**config.mk**
```make
export PLATFORM = sky130hd
export DESIGN_NAME = parallel_park_sequencer
export DESIGN_NICKNAME = d
export VERILOG_FILES = /design/src/rtl/pps_pkg.sv /design/src/rtl/pps_cfg.sv /design/src/rtl/pps_step.sv /design/src/rtl/parallel_park_sequencer.sv
export SDC_FILE = /design/constraint.sdc
export NUM_CORES = 1
export LEC_CHECK = 0
export ABC_AREA = 1
export BUFFER_PORTS_ARGS = -buffer_cell sky130_fd_sc_hd__buf_2
export CAP_MARGIN = 20
export CORE_MARGIN = 10
export CORE_UTILIZATION = 61
export DETAILED_ROUTE_END_ITERATION = 10
export PLACE_DENSITY_LB_ADDON = 0.05
export SLEW_MARGIN = 20
export SYNTH_ARGS = -nofsm -noshare
export SYNTH_HDL_FRONTEND = slang
export SYNTH_SLANG_ARGS = --single-unit
```
**constraint.sdc**
```tcl
create_clock -name i_clk -period 5.9 [get_ports i_clk]
set_input_delay 0.295 -clock i_clk [delete_from_list [all_inputs] [get_ports i_clk]]
set_output_delay 0.295 -clock i_clk [all_outputs]
set_load 0.02 [all_outputs]
```
**src/rtl/pps_pkg.sv**
```systemverilog
// Shared types, phase codes, command codes and register indexes of the parking sequencer.
package pps_pkg;

    // Field widths
    localparam int DIST_W  = 14;
    localparam int TIME_W  = 32;
    localparam int DUR_W   = 16;
    localparam int CMD_W   = 3;
    localparam int PHASE_W = 4;
    localparam int CNT_W   = 2;
    localparam int IDX_W   = 3;
    localparam int CFG_W   = 16;
    localparam int S_DATA_W = 80;
    localparam int M_DATA_W = 16;

    // Phase codes
    localparam logic [PHASE_W-1:0] PH_IDLE     = 4'd0;
    localparam logic [PHASE_W-1:0] PH_SEEK     = 4'd1;
    localparam logic [PHASE_W-1:0] PH_PASS     = 4'd2;
    localparam logic [PHASE_W-1:0] PH_GAP      = 4'd3;
    localparam logic [PHASE_W-1:0] PH_POS      = 4'd4;
    localparam logic [PHASE_W-1:0] PH_TURN1    = 4'd5;
    localparam logic [PHASE_W-1:0] PH_STRAIGHT = 4'd6;
    localparam logic [PHASE_W-1:0] PH_TURN2    = 4'd7;
    localparam logic [PHASE_W-1:0] PH_CORRECT  = 4'd8;
    localparam logic [PHASE_W-1:0] PH_DONE     = 4'd9;

    // Motor command codes
    localparam logic [CMD_W-1:0] CMD_NONE  = 3'd0;
    localparam logic [CMD_W-1:0] CMD_STOP  = 3'd1;
    localparam logic [CMD_W-1:0] CMD_FWD   = 3'd2;
    localparam logic [CMD_W-1:0] CMD_BACK  = 3'd3;
    localparam logic [CMD_W-1:0] CMD_DBL   = 3'd4;
    localparam logic [CMD_W-1:0] CMD_DBR   = 3'd5;
    localparam logic [CMD_W-1:0] CMD_NUDGE = 3'd6;

    // Word kind on the input channel
    localparam logic FUNC_FRAME = 1'b0;
    localparam logic FUNC_STOP  = 1'b1;

    // Configuration register indexes
    localparam logic [IDX_W-1:0] REG_FRONT_MIN      = 3'd0;
    localparam logic [IDX_W-1:0] REG_SLOT_THRESHOLD = 3'd1;
    localparam logic [IDX_W-1:0] REG_SLOT_MIN_TIME  = 3'd2;
    localparam logic [IDX_W-1:0] REG_OFFSET_TIME    = 3'd3;
    localparam logic [IDX_W-1:0] REG_TURN_ONE_TIME  = 3'd4;
    localparam logic [IDX_W-1:0] REG_STRAIGHT_TIME  = 3'd5;
    localparam logic [IDX_W-1:0] REG_TURN_TWO_TIME  = 3'd6;
    localparam logic [IDX_W-1:0] REG_CORRECT_TIME   = 3'd7;

    // Register reset values
    localparam logic [DIST_W-1:0] RST_FRONT_MIN      = 14'd150;
    localparam logic [DIST_W-1:0] RST_SLOT_THRESHOLD = 14'd250;
    localparam logic [DUR_W-1:0]  RST_SLOT_MIN_TIME  = 16'd800;
    localparam logic [DUR_W-1:0]  RST_OFFSET_TIME    = 16'd350;
    localparam logic [DUR_W-1:0]  RST_TURN_ONE_TIME  = 16'd900;
    localparam logic [DUR_W-1:0]  RST_STRAIGHT_TIME  = 16'd1000;
    localparam logic [DUR_W-1:0]  RST_TURN_TWO_TIME  = 16'd900;
    localparam logic [DUR_W-1:0]  RST_CORRECT_TIME   = 16'd1000;

    // Distance limits
    localparam logic [DIST_W-1:0] NO_ECHO_MAX = 14'd10;
    localparam logic [DIST_W-1:0] FAR_READING = 14'd9990;
    localparam logic [DIST_W-1:0] NUDGE_LOW   = 14'd150;
    localparam logic [DIST_W-1:0] NUDGE_HIGH  = 14'd200;
    localparam logic [CNT_W-1:0]  CONFIRM_FRAMES = 2'd3;

    typedef struct packed {
        logic [DIST_W-1:0] front_min;
        logic [DIST_W-1:0] slot_threshold;
        logic [DUR_W-1:0]  slot_min_time;
        logic [DUR_W-1:0]  offset_time;
        logic [DUR_W-1:0]  turn_one_time;
        logic [DUR_W-1:0]  straight_time;
        logic [DUR_W-1:0]  turn_two_time;
        logic [DUR_W-1:0]  correct_time;
    } t_cfg;

    typedef struct packed {
        logic [PHASE_W-1:0] phase;
        logic               armed;
        logic               side_left;
        logic [TIME_W-1:0]  gap_start;
        logic [TIME_W-1:0]  phase_start;
        logic [CNT_W-1:0]   gap_count;
        logic [CNT_W-1:0]   wall_count;
    } t_state;

    typedef struct packed {
        logic               emergency;
        logic               spot_on_left;
        logic [PHASE_W-1:0] phase;
        logic [CMD_W-1:0]   motor_cmd;
    } t_result;

endpackage

```
**src/rtl/pps_cfg.sv**
```systemverilog
// Configuration register file of the parking sequencer.
module pps_cfg (
    input  logic                      i_clk,
    input  logic                      i_rst_n,
    input  logic                      i_wr_en,
    input  logic [pps_pkg::IDX_W-1:0] i_wr_index,
    input  logic [pps_pkg::CFG_W-1:0] i_wr_data,
    output pps_pkg::t_cfg             o_cfg
);

    pps_pkg::t_cfg r_cfg;

    // One register written per accepted word; distances keep the low bits.
    always_ff @(posedge i_clk) begin
        if (!i_rst_n) begin
            r_cfg.front_min      <= pps_pkg::RST_FRONT_MIN;
            r_cfg.slot_threshold <= pps_pkg::RST_SLOT_THRESHOLD;
            r_cfg.slot_min_time  <= pps_pkg::RST_SLOT_MIN_TIME;
            r_cfg.offset_time    <= pps_pkg::RST_OFFSET_TIME;
            r_cfg.turn_one_time  <= pps_pkg::RST_TURN_ONE_TIME;
            r_cfg.straight_time  <= pps_pkg::RST_STRAIGHT_TIME;
            r_cfg.turn_two_time  <= pps_pkg::RST_TURN_TWO_TIME;
            r_cfg.correct_time   <= pps_pkg::RST_CORRECT_TIME;
        end else if (i_wr_en) begin
            unique case (i_wr_index)
                pps_pkg::REG_FRONT_MIN:
                    r_cfg.front_min <= i_wr_data[pps_pkg::DIST_W-1:0];
                pps_pkg::REG_SLOT_THRESHOLD:
                    r_cfg.slot_threshold <= i_wr_data[pps_pkg::DIST_W-1:0];
                pps_pkg::REG_SLOT_MIN_TIME: r_cfg.slot_min_time <= i_wr_data;
                pps_pkg::REG_OFFSET_TIME:   r_cfg.offset_time   <= i_wr_data;
                pps_pkg::REG_TURN_ONE_TIME: r_cfg.turn_one_time <= i_wr_data;
                pps_pkg::REG_STRAIGHT_TIME: r_cfg.straight_time <= i_wr_data;
                pps_pkg::REG_TURN_TWO_TIME: r_cfg.turn_two_time <= i_wr_data;
                pps_pkg::REG_CORRECT_TIME:  r_cfg.correct_time  <= i_wr_data;
            endcase
        end
    end

    assign o_cfg = r_cfg;

endmodule

```
**src/rtl/pps_step.sv**
```systemverilog
// Next-state and motor command logic for one word of the parking sequencer.
module pps_step (
    input  logic                       i_func,
    input  logic [pps_pkg::DIST_W-1:0] i_front,
    input  logic [pps_pkg::DIST_W-1:0] i_left,
    input  logic [pps_pkg::DIST_W-1:0] i_right,
    input  logic [pps_pkg::TIME_W-1:0] i_now,
    input  pps_pkg::t_cfg              i_cfg,
    input  pps_pkg::t_state            i_state,
    output pps_pkg::t_state            o_state,
    output pps_pkg::t_result           o_result
);

    pps_pkg::t_state             armed_st;
    logic [pps_pkg::DIST_W-1:0]  watch;
    logic [pps_pkg::TIME_W-1:0]  start;
    logic [pps_pkg::DUR_W-1:0]   dur;
    logic [pps_pkg::TIME_W-1:0]  since;
    logic                        time_up;
    logic                        abort;
    logic                        gap_seen;
    logic                        wall_seen;
    logic                        left_wall;
    logic                        right_wall;
    logic                        nudge;
    logic [pps_pkg::CNT_W-1:0]   gap_inc;
    logic [pps_pkg::CNT_W-1:0]   wall_inc;

    // The first frame after a stop arms the sequence and starts wall seeking.
    always_comb begin
        armed_st = i_state;
        if (!i_state.armed) begin
            armed_st.armed       = 1'b1;
            armed_st.phase       = pps_pkg::PH_SEEK;
            armed_st.gap_count   = '0;
            armed_st.wall_count  = '0;
            armed_st.gap_start   = '0;
            armed_st.phase_start = i_now;
        end
    end

    // Sensor decisions on the watched side and the front sensor.
    assign watch      = armed_st.side_left ? i_right : i_left;
    assign abort      = (i_front < i_cfg.front_min) && (i_front > pps_pkg::NO_ECHO_MAX);
    assign gap_seen   = (watch > i_cfg.slot_threshold) || (watch == '0)
                     || (watch >= pps_pkg::FAR_READING);
    assign wall_seen  = (watch <= i_cfg.slot_threshold) && (watch > pps_pkg::NO_ECHO_MAX);
    assign left_wall  = (i_left < i_cfg.slot_threshold) && (i_left > pps_pkg::NO_ECHO_MAX);
    assign right_wall = (i_right < i_cfg.slot_threshold) && (i_right > pps_pkg::NO_ECHO_MAX);
    assign nudge      = (i_front > pps_pkg::NUDGE_LOW) && (i_front < pps_pkg::NUDGE_HIGH);
    assign gap_inc    = armed_st.gap_count + 2'd1;
    assign wall_inc   = armed_st.wall_count + 2'd1;

    // One shared timer compare: gap timing uses the gap start, the rest the phase start.
    always_comb begin
        start = armed_st.phase_start;
        dur   = i_cfg.offset_time;
        unique case (armed_st.phase)
            pps_pkg::PH_GAP: begin
                start = armed_st.gap_start;
                dur   = i_cfg.slot_min_time;
            end
            pps_pkg::PH_TURN1:    dur = i_cfg.turn_one_time;
            pps_pkg::PH_STRAIGHT: dur = i_cfg.straight_time;
            pps_pkg::PH_TURN2:    dur = i_cfg.turn_two_time;
            pps_pkg::PH_CORRECT:  dur = i_cfg.correct_time;
            default:              dur = i_cfg.offset_time;
        endcase
    end

    assign since   = i_now - start;
    assign time_up = since >= {{(pps_pkg::TIME_W-pps_pkg::DUR_W){1'b0}}, dur};

    // Phase sequencing and command selection.
    always_comb begin
        o_state            = i_state;
        o_result.motor_cmd = pps_pkg::CMD_STOP;
        o_result.emergency = 1'b0;
        priority if (i_func == pps_pkg::FUNC_STOP) begin
            o_state.armed = 1'b0;
            o_state.phase = pps_pkg::PH_IDLE;
        end else if (i_state.phase == pps_pkg::PH_DONE) begin
            o_result.motor_cmd = pps_pkg::CMD_STOP;
        end else begin
            o_state = armed_st;
            if (abort) begin
                o_result.emergency = 1'b1;
            end else begin
                unique case (armed_st.phase)
                    pps_pkg::PH_SEEK: begin
                        o_result.motor_cmd = pps_pkg::CMD_FWD;
                        if (left_wall) begin
                            o_state.side_left = 1'b0;
                            o_state.phase     = pps_pkg::PH_PASS;
                        end else if (right_wall) begin
                            o_state.side_left = 1'b1;
                            o_state.phase     = pps_pkg::PH_PASS;
                        end
                    end
                    pps_pkg::PH_PASS: begin
                        o_result.motor_cmd = pps_pkg::CMD_FWD;
                        if (gap_seen) begin
                            o_state.gap_count = gap_inc;
                            if (gap_inc >= pps_pkg::CONFIRM_FRAMES) begin
                                o_state.gap_start  = i_now;
                                o_state.gap_count  = '0;
                                o_state.wall_count = '0;
                                o_state.phase      = pps_pkg::PH_GAP;
                            end
                        end else begin
                            o_state.gap_count = '0;
                        end
                    end
                    pps_pkg::PH_GAP: begin
                        o_result.motor_cmd = pps_pkg::CMD_FWD;
                        if (time_up) begin
                            o_result.motor_cmd  = pps_pkg::CMD_STOP;
                            o_state.phase_start = i_now;
                            o_state.phase       = pps_pkg::PH_POS;
                        end else if (wall_seen) begin
                            o_state.wall_count = wall_inc;
                            if (wall_inc >= pps_pkg::CONFIRM_FRAMES) begin
                                o_state.wall_count = '0;
                                o_state.gap_count  = '0;
                                o_state.phase      = pps_pkg::PH_PASS;
                            end
                        end else begin
                            o_state.wall_count = '0;
                        end
                    end
                    pps_pkg::PH_POS: begin
                        o_result.motor_cmd = pps_pkg::CMD_NONE;
                        if (time_up) begin
                            o_result.motor_cmd  = pps_pkg::CMD_STOP;
                            o_state.phase_start = i_now;
                            o_state.phase       = pps_pkg::PH_TURN1;
                        end
                    end
                    pps_pkg::PH_TURN1: begin
                        o_result.motor_cmd = armed_st.side_left ? pps_pkg::CMD_DBL
                                                                : pps_pkg::CMD_DBR;
                        if (time_up) begin
                            o_result.motor_cmd  = pps_pkg::CMD_STOP;
                            o_state.phase_start = i_now;
                            o_state.phase       = pps_pkg::PH_STRAIGHT;
                        end
                    end
                    pps_pkg::PH_STRAIGHT: begin
                        o_result.motor_cmd = pps_pkg::CMD_BACK;
                        if (time_up) begin
                            o_result.motor_cmd  = pps_pkg::CMD_STOP;
                            o_state.phase_start = i_now;
                            o_state.phase       = pps_pkg::PH_TURN2;
                        end
                    end
                    pps_pkg::PH_TURN2: begin
                        o_result.motor_cmd = armed_st.side_left ? pps_pkg::CMD_DBR
                                                                : pps_pkg::CMD_DBL;
                        if (time_up) begin
                            o_result.motor_cmd  = pps_pkg::CMD_STOP;
                            o_state.phase_start = i_now;
                            o_state.phase       = pps_pkg::PH_CORRECT;
                        end
                    end
                    pps_pkg::PH_CORRECT: begin
                        // A nudge frame keeps its nudge even on the last frame.
                        o_result.motor_cmd = nudge ? pps_pkg::CMD_NUDGE : pps_pkg::CMD_NONE;
                        if (time_up) begin
                            if (!nudge) begin
                                o_result.motor_cmd = pps_pkg::CMD_STOP;
                            end
                            o_state.phase = pps_pkg::PH_DONE;
                        end
                    end
                    default: begin
                        o_result.motor_cmd = pps_pkg::CMD_STOP;
                    end
                endcase
            end
        end
        o_result.phase        = o_state.phase;
        o_result.spot_on_left = o_state.side_left;
    end

endmodule

```
**src/rtl/parallel_park_sequencer.sv**
```systemverilog
// Top level of the parallel parking sequencer: input register, step logic, result register.
//
//  Channel  | Direction | Signals                               | Word
//  ---------+-----------+---------------------------------------+-----------------------------
//  s_axis   | in        | tvalid, tready, tdata[79:0], tuser[0] | sensor frame or stop request
//  m_axis   | out       | tvalid, tready, tdata[15:0]           | motor command and status
//  cfg      | in        | valid, ready, index[2:0], data[15:0]  | register write
//
// Each word passes through the input register and then the result register, and one
// word is taken per cycle while the result side does not stall.
// The sequencer state updates in the same edge that loads the result register.
// A stalled result holds the input register; the input side stays ready while
// either register can move. Synchronous reset clears state, config and valid flags.
module parallel_park_sequencer (
    input  logic                         i_clk,
    input  logic                         i_rst_n,
    input  logic                         s_axis_tvalid,
    output logic                         s_axis_tready,
    // [13:0] front_dist, [27:14] left_dist, [41:28] right_dist, [73:42] now_ms, zero pad
    input  logic [pps_pkg::S_DATA_W-1:0] s_axis_tdata,
    // [0] func
    input  logic                         s_axis_tuser,
    output logic                         m_axis_tvalid,
    input  logic                         m_axis_tready,
    // [2:0] motor_cmd, [6:3] phase, [7] spot_on_left, [8] emergency, zero pad
    output logic [pps_pkg::M_DATA_W-1:0] m_axis_tdata,
    input  logic                         i_cfg_valid,
    output logic                         o_cfg_ready,
    input  logic [pps_pkg::IDX_W-1:0]    i_cfg_index,
    input  logic [pps_pkg::CFG_W-1:0]    i_cfg_data
);

    pps_pkg::t_cfg               cfg;
    pps_pkg::t_state             r_state;
    pps_pkg::t_state             n_state;
    pps_pkg::t_result            n_result;
    logic                        r_in_valid;
    logic                        r_in_func;
    logic [pps_pkg::DIST_W-1:0]  r_in_front;
    logic [pps_pkg::DIST_W-1:0]  r_in_left;
    logic [pps_pkg::DIST_W-1:0]  r_in_right;
    logic [pps_pkg::TIME_W-1:0]  r_in_now;
    logic                        r_out_valid;
    pps_pkg::t_result            r_out;
    logic                        step_go;
    logic                        in_take;

    // Register writes are always accepted.
    assign o_cfg_ready = 1'b1;

    pps_cfg u_cfg (
        .i_clk      (i_clk),
        .i_rst_n    (i_rst_n),
        .i_wr_en    (i_cfg_valid),
        .i_wr_index (i_cfg_index),
        .i_wr_data  (i_cfg_data),
        .o_cfg      (cfg)
    );

    // Handshake control.
    assign step_go       = r_in_valid && (!r_out_valid || m_axis_tready);
    assign s_axis_tready = !r_in_valid || step_go;
    assign in_take       = s_axis_tvalid && s_axis_tready;

    // Input register.
    always_ff @(posedge i_clk) begin
        if (!i_rst_n) begin
            r_in_valid <= 1'b0;
        end else if (s_axis_tready) begin
            r_in_valid <= s_axis_tvalid;
        end
    end

    always_ff @(posedge i_clk) begin
        if (in_take) begin
            r_in_func  <= s_axis_tuser;
            r_in_front <= s_axis_tdata[13:0];
            r_in_left  <= s_axis_tdata[27:14];
            r_in_right <= s_axis_tdata[41:28];
            r_in_now   <= s_axis_tdata[73:42];
        end
    end

    pps_step u_step (
        .i_func   (r_in_func),
        .i_front  (r_in_front),
        .i_left   (r_in_left),
        .i_right  (r_in_right),
        .i_now    (r_in_now),
        .i_cfg    (cfg),
        .i_state  (r_state),
        .o_state  (n_state),
        .o_result (n_result)
    );

    // Sequencer state.
    always_ff @(posedge i_clk) begin
        if (!i_rst_n) begin
            r_state.phase       <= pps_pkg::PH_IDLE;
            r_state.armed       <= 1'b0;
            r_state.side_left   <= 1'b0;
            r_state.gap_start   <= '0;
            r_state.phase_start <= '0;
            r_state.gap_count   <= '0;
            r_state.wall_count  <= '0;
        end else if (step_go) begin
            r_state <= n_state;
        end
    end

    // Result register.
    always_ff @(posedge i_clk) begin
        if (!i_rst_n) begin
            r_out_valid <= 1'b0;
        end else if (step_go) begin
            r_out_valid <= 1'b1;
        end else if (m_axis_tready) begin
            r_out_valid <= 1'b0;
        end
    end

    always_ff @(posedge i_clk) begin
        if (step_go) begin
            r_out <= n_result;
        end
    end

    assign m_axis_tvalid = r_out_valid;
    assign m_axis_tdata  = {{(pps_pkg::M_DATA_W - $bits(pps_pkg::t_result)){1'b0}}, r_out};

endmodule

```
==> results of run 1 <==
==> layer usage <==
layer  GRT usage  vias up
met3      0.0320       99
met5           0        -
li1            -     8002
met1       0.344     7546
met2       0.487      612
met4      0.0913        0
==> cell usage in the layout, fill, tap and decap left out, types with 3 or more instances in the layout <==
| cell type | count |
|---|---|
| sky130_fd_sc_hd__inv_1 | 281 |
| sky130_fd_sc_hd__o21a_1 | 4 |
| sky130_fd_sc_hd__nor3_1 | 9 |
| sky130_fd_sc_hd__inv_2 | 10 |
| sky130_fd_sc_hd__nor2_2 | 14 |
| sky130_fd_sc_hd__conb_1 | 8 |
| sky130_fd_sc_hd__o211ai_2 | 10 |
| sky130_fd_sc_hd__nand3_1 | 81 |
| sky130_fd_sc_hd__a31oi_1 | 32 |
| sky130_fd_sc_hd__mux2i_1 | 30 |
| sky130_fd_sc_hd__a21oi_1 | 170 |
| sky130_fd_sc_hd__nand3b_1 | 6 |
| sky130_fd_sc_hd__dfxtp_1 | 199 |
| sky130_fd_sc_hd__nand2_2 | 6 |
| sky130_fd_sc_hd__o2111ai_1 | 4 |
| sky130_fd_sc_hd__nor2_1 | 242 |
| sky130_fd_sc_hd__clkbuf_16 | 33 |
| sky130_fd_sc_hd__and2_1 | 7 |
| sky130_fd_sc_hd__or2_2 | 4 |
| sky130_fd_sc_hd__clkbuf_8 | 8 |
| sky130_fd_sc_hd__clkinv_1 | 3 |
| sky130_fd_sc_hd__o21ai_1 | 15 |
| sky130_fd_sc_hd__buf_4 | 25 |
| sky130_fd_sc_hd__buf_2 | 108 |
| sky130_fd_sc_hd__nand2_1 | 611 |
| sky130_fd_sc_hd__dlygate4sd3_1 | 77 |
| sky130_fd_sc_hd__a221oi_1 | 16 |
| sky130_fd_sc_hd__clkbuf_1 | 9 |
| sky130_fd_sc_hd__nand4_1 | 25 |
| sky130_fd_sc_hd__edfxtp_1 | 84 |
| sky130_fd_sc_hd__nand3_2 | 4 |
| sky130_fd_sc_hd__nor4_1 | 5 |
| sky130_fd_sc_hd__o21ai_0 | 146 |
| sky130_fd_sc_hd__o211ai_1 | 64 |
| sky130_fd_sc_hd__ha_1 | 100 |
| sky130_fd_sc_hd__xor2_1 | 13 |
| sky130_fd_sc_hd__o221ai_1 | 7 |
==> flip-flops by register name (all words and copies together) (netlist names) <==
| signal | count |
|---|---|
| r_in_now | 32 |
| r_in_valid | 1 |
| r_state | 74 |
| r_in_left | 14 |
| r_in_right | 14 |
| m_axis_tdata | 9 |
| r_in_front | 14 |
| u_cfg.o_cfg | 124 |
| m_axis_tvalid | 1 |
| r_in_func | 1 |
==> critical path: cells and delay by family (launching register included) <==
kind | cells | cell delay (ps)
AND/OR/NAND/NOR | 18 | 2300
flip-flops | 1 | 480
buffers and inverters | 4 | 860
AO/OA/AOI/OAI | 4 | 540
XOR/XNOR | 1 | 180
adder cells (fa/ha/maj) | 2 | 730
==> where the power goes <==
group	total [µW]	switching, µW	internal, µW
logic	925	597	327
registers	2150	54.0	2090
clock network	1990	823	1170
total	5060	1470	3590
==> stage by stage <==
step | utilization | area, µm² | setup WS [ps]
global route | 0.719 | 19500 | 82.7
detailed placement | 0.651 | 17700 | 758
floorplan | - | 16900 | 1620
global placement | 0.651 | 17700 | 918
finish | 0.719 | 19500 | 577
CTS | 0.719 | 19500 | 638
==> layout make-up <==
type,instances,area share
multi-input cells,1657,0.451
flip-flops and latches,284,0.335
repair buffers,212,0.0790
inverters,294,0.0567
clock buffers,50,0.0498
well taps,372,0.0239
clock inverters,6,0.00405
diodes,1,0.000128
==> worst min-delay path by stage <==
stage	from	slack [ps]	endpoint
finish	i_cfg_data[15]	20	u_cfg.o_cfg[15]
floorplan	s_axis_tdata[0]	390	r_in_front[0]
CTS	i_cfg_data[15]	10	u_cfg.o_cfg[15]
detailed placement	u_cfg.o_cfg[70]	440	u_cfg.o_cfg[70]
global placement	u_cfg.o_cfg[44]	430	u_cfg.o_cfg[44]
global route	i_cfg_data[15]	40	u_cfg.o_cfg[15]
==> kinds of logic after synthesis <==
logic type      count (synthesis)  share of synthesized area
flops                         284                      0.387
mux                            30                     0.0178
other cells                     2                   0.000445
compound gates                478                      0.167
simple gates                 1026                      0.251
fa+ha+maj                     101                     0.0753
buf+inv                       400                     0.0945
xor+xnor                       14                    0.00727
==> results.ini, run 1 <==
[outcome]
run_status = finished clean

[critical_path]
cp-endpoint = r_state[25]
worstSetupStartpointType = register
regToRegStartpoint = r_state[71]
worst-setup-path-type = register to register
timing.critical_path.required_ps = 6340
worst_setup_path_startpoint = r_state[71]
worst-path-max-fanout = 64
critPathSlowestCell = sky130_fd_sc_hd__dfxtp_1
critical_path.most_common_cell = sky130_fd_sc_hd__nand2_1
critical_path.reg2reg.endpoint = r_state[25]
timing.reg2reg.worst_path_depth = 29
critPathArrivalTime_ps = 5760
r2r_slack_ps = 580
crit_path_max_cell_delay_ps = 480
critical_path.endpoint_type = register

[logic_synthesis]
synthFlopType = sky130_fd_sc_hd__dfxtp_1
synth_edf_count = 84
post_synth_instance_area_um2 = 16900
synthDominantAreaCellType = sky130_fd_sc_hd__dfxtp_1
warnings_from_yosys = 0
ys_top_cells_by_area = sky130_fd_sc_hd__dfxtp_1, sky130_fd_sc_hd__edfxtp_1, sky130_fd_sc_hd__nand2_1, sky130_fd_sc_hd__ha_1, sky130_fd_sc_hd__inv_1
synthesis.instances = 2335
synth_cell_type_count = 57
synth_seq_cells = 284
seq_total_area_yosys = 0.387
async_reset_ff_frac = 0
most_used_standard_cells_in_the_synthesized_netlist = sky130_fd_sc_hd__nand2_1, sky130_fd_sc_hd__inv_1, sky130_fd_sc_hd__nor2_1
post-synth-top-area-fraction = 0.237
synth_most_common_cell = sky130_fd_sc_hd__nand2_1
synthesis.area_per_instance_um2 = 7.23

[timing]
fin_skew_ps = 13.6
drv_slew = 0
max_slew_margin = 0.268
rsz_0062_raised_after_global_routing = no
setup_violators_final = 0
fmaxAchievable_mhz = 188
final.period_utilization = 0.902
hold_viol = 0
timing.setup.tns_ps = 0
tightestPinTransition_ps = 1100
whs_ps = 21.7
period_needed_ps = 5320

[detailed_routing]
wirelength_met1_um = 20700
drt_wl_total_um = 50200
dr_wl_met2_um = 25000
drt-vias-per-instance = 5.65
drt-initial-drc-count = 1416
post-route-drc-count = 0
dr_wl_met3_um = 2970
drtPass1Iterations = 6
antenna_left = 0
dr.max_layer_used = met4
detail_route.wl_per_cell_um = 17.4
vias = 16300

[cts]
clock-sinks = 284
cts_inserted_buffers = 31
worst_skew_pair.late_latency_ps = 590
clk_root_buffer_cell = sky130_fd_sc_hd__clkbuf_16
tritoncts_clock_tree = yes
post-cts-setup-buffers = 0
cts.path.max_buffers = 3
cts_htree_levels = 1
cts_resized = 0
postCtsHoldBufs = 77
path_clk_slew_ps = 60

[placed_design]
dp_cells = 2742
globalplace.congestion = 0.953
portBuffers = 109
place_hpwl_um = 33500

[hold_path]
worstHoldPathCells = 3
timing.hold.worst.class = input port to register

[power_and_ir_drop]
power.ir.vdd_worst_mv = 0.258
design_power_total_uw = 5060
power.leakage_uw = 0.00908
p_per_area_nw_per_um2 = 260

[grt]
antenna_found_initial = 1
first_global_vias = 15600
global_route_wire_length_before_repair_um = 81200
grt_max_degree = 103
total_global_route_track_usage = 0.277
grt.overflow.total = 0

[finish]
area_occupied_by_multi_input_gates_um2 = 8790
area_growth_pct = 15.4
final_cell_count_no_fill = 2876
num-nets-final = 2686
count_of_fill_cells_added_during_filler_insertion = 2144
seqCellArea_um2 = 6530
post_route_cells_drive_above_1_share = 0.0959

[die]
die_height_um = 186
initial_core_util = 0.623
die_width_um = 186
count_of_boundary_i_o_pins = 124
placeableCoreArea_um2 = 27100
std_cell_rows = 60
design.die.area_um2 = 34700

[flow_run]
drv_cap = 0

(Power assumes the default switching activity.)
==> run 2: changes to the inputs <==
CORE_MARGIN = 2   (was 10)
REMOVE_ABC_BUFFERS = 1   (was unset)
==> run 2 against run 1 <==
  * Combinational power decreased by 3.8%
  * Sequential cell count unchanged
  * Final cell count fell by 1.3%
  * Highest routed layer unchanged
  * Critical path depth did not move
  * Via count fell by 1.7%
  * Setup slack better by 68 ps
  * Count of clock-buffer cells in the layout unchanged
  * Non-clock buffer count shrank 4
  * Maximum frequency grew 1.3%
  * Sequential power about the same
  * First-iteration DRC count is 22% lower
  * Die area decreased by 16%
==> results.ini, run 2 (synthesis results as in run 1) <==
[flow_run]
drv_cap = 0  ; unchanged

[cts]
clk_root_buffer_cell = sky130_fd_sc_hd__clkbuf_16
cts_resized = 0  ; unchanged
cts_htree_levels = 1  ; unchanged
cts.path.max_buffers = 3  ; unchanged
tritoncts_clock_tree = yes
post-cts-setup-buffers = 0  ; unchanged
clock-sinks = 284  ; unchanged
worst_skew_pair.late_latency_ps = 600  ; about the same
cts_inserted_buffers = 30  ; -3.2%
postCtsHoldBufs = 77  ; unchanged
path_clk_slew_ps = 60  ; about the same

[critical_path]
critical_path.most_common_cell = sky130_fd_sc_hd__nand2_1
worstSetupStartpointType = register
critical_path.endpoint_type = register
timing.critical_path.required_ps = 6320  ; -20 ps
worst-setup-path-type = register to register
critPathArrivalTime_ps = 5680  ; -80 ps
critPathSlowestCell = sky130_fd_sc_hd__inv_2
crit_path_max_cell_delay_ps = 550  ; +70 ps
worst-path-max-fanout = 41  ; -36%

[grt]
grt_max_degree = 104  ; +0.97%
use_met2 = 0.556  ; +0.0695
first_global_vias = 15100  ; -3.4%
total_global_route_track_usage = 0.308  ; +0.0313
global_route.usage.met1 = 0.379  ; +0.0354
antenna_found_initial = 0  ; -1
grt.overflow.total = 0  ; unchanged
global_route_wire_length_before_repair_um = 72600  ; -11%
globalRoute.busiestLayer = met2
use_met3 = 0.0372  ; +0.00518

[hold_path]
timing.hold.worst.class = input port to register

[power_and_ir_drop]
share_seq_of_total_power = 0.438  ; +0.014
power.leakage_uw = 0.00902  ; -0.68%
power.ir.vdd_worst_mv = 0.255  ; -1.5%
p_comb_frac = 0.182  ; about the same
internal_power_summed_over_all_cells_uw = 3500  ; -2.6%
design_power_total_uw = 4900  ; -3.2%
clock_network_fraction_of_design_power = 0.381  ; -0.012
p_per_area_nw_per_um2 = 253  ; -2.5%
netSwitchingPower_uw = 1400  ; -4.8%
swShare = 0.287  ; -0.00475

[finish]
mostFrequentLayoutCells = sky130_fd_sc_hd__nand2_1, sky130_fd_sc_hd__inv_1, sky130_fd_sc_hd__nor2_1
final_common_cell = sky130_fd_sc_hd__nand2_1
largest_register_ffs = 124  ; unchanged
final_design_area_no_fill_um2 = 19300  ; -0.75%
final_cell_count_no_fill = 2839  ; -1.3%
area_growth_pct = 14.5
antennaDiodeCount = 0  ; -1
count_of_fill_cells_added_during_filler_insertion = 2267  ; +5.7%
num-nets-final = 2681  ; -0.19%
post_route_cells_drive_above_1_share = 0.0929  ; -0.00301

[detailed_routing]
drt-initial-drc-count = 1101  ; -22%
antenna_left = 0  ; unchanged
vias = 16000  ; -1.7%
drt_wl_total_um = 44900  ; -10%
drtPass1Iterations = 6  ; unchanged
drt-vias-per-instance = 5.63  ; -0.40%
post-route-drc-count = 0  ; unchanged
detail_route.wl_per_cell_um = 15.8  ; -9.3%

[timing]
max_slew_margin = 0.303  ; +0.0351
fmaxAchievable_mhz = 190  ; +1.3%
setup_violators_final = 0  ; unchanged
whs_ps = 9.69  ; -12.0 ps
period_needed_ps = 5260  ; -68.3 ps
drv_slew = 0  ; unchanged
final.period_utilization = 0.891  ; -0.0116
timing.setup.tns_ps = 0  ; unchanged
hold_viol = 0  ; unchanged
rsz_0062_raised_after_global_routing = no
fin_skew_ps = 41.7  ; +28.1 ps
tightestPinTransition_ps = 1050  ; -52.7 ps

[placed_design]
postPlaceCellArea_um2 = 17600  ; -0.39%
portBuffers = 109  ; unchanged
globalplace.congestion = 0.914  ; -4.1%
place_hpwl_um = 31300  ; -6.5%
dp_cells = 2707  ; -1.3%

[die]
design.die.area_um2 = 29000  ; -16%
die_width_um = 170  ; -8.6%
die_height_um = 170  ; -8.6%
std_cell_rows = 60  ; unchanged
initial_core_util = 0.624  ; +0.00173
count_of_boundary_i_o_pins = 124  ; unchanged
placeableCoreArea_um2 = 27000  ; -0.28%

[outcome]
run_status = finished clean

## run 2: cell types whose count changed in the layout (fill, tap and decap cells not counted), moves of 2 or more
| cell | previous run | this run |
|---|---|---|
| sky130_fd_sc_hd__buf_4 | 25 | 21 |
| sky130_fd_sc_hd__clkbuf_1 | 9 | 12 |
| sky130_fd_sc_hd__clkbuf_16 | 33 | 30 |
| sky130_fd_sc_hd__clkinv_2 | 1 | 3 |
| sky130_fd_sc_hd__clkinv_4 | 2 | 0 |
## run 2: worst paths after layout
| kind | depth (start not counted) | slack, ps | from | to |
|---|---|---|---|---|
| worst max register to register | 29 | 640 | r_state[71] | r_state[18] |
| worst min-delay path | 3 | 10 | i_cfg_data[15] | u_cfg.o_cfg[15] |
| worst max-delay path | 29 | 640 | r_state[71] | r_state[18] |
| worst min register to register | 2 | 450 | u_cfg.o_cfg[46] | u_cfg.o_cfg[46] |
## run 2: layout make-up
| type | instances | area (µm²) | area share |
|---|---|---|---|
| Inverter | 294 | 1100 | 0.0571 |
| Clock buffer | 50 | 900 | 0.0465 |
| Timing Repair Buffer | 208 | 1510 | 0.0781 |
| Clock inverter | 5 | 75.1 | 0.00388 |
| Sequential cell | 284 | 6530 | 0.338 |
| Tap cell | 341 | 427 | 0.0221 |
| Multi-Input combinational cell | 1657 | 8790 | 0.455 |
## run 2: through the flow
stage | worst slack [ps] | util
after floorplan | -1770 | -
after global placement | 880 | 0.651
after detailed placement | 750 | 0.651
after CTS | 706 | 0.715
after global routing | 199 | 0.715
final | 645 | 0.715
## run 2: power by group through the flow
stage                     combinational (µW)  sequential [µW]  clock [µW]
after global placement                   813             2180           0
after detailed placement                 838             2180           0
after floorplan                          579             2180           0
final                                    890             2140        1870
after CTS                                884             2140        1890
after global routing                    1010             2150        1960
## run 2: layer usage
layer	vias up	wire [µm]	part of all wire
met4	0	1400	0.031
met5	-	0	0
met1	7433	19100	0.42
met2	466	22000	0.49
li1	7994	-	-
met3	92	2450	0.055
## run 2: critical path, delay by kind of cell (launching register included)
family / cells / cell delay, ps
buf+inv: 4 / 910
flops: 1 / 500
fa+ha+maj: 2 / 720
simple gates: 18 / 2150
xor+xnor: 1 / 230
compound gates: 4 / 530
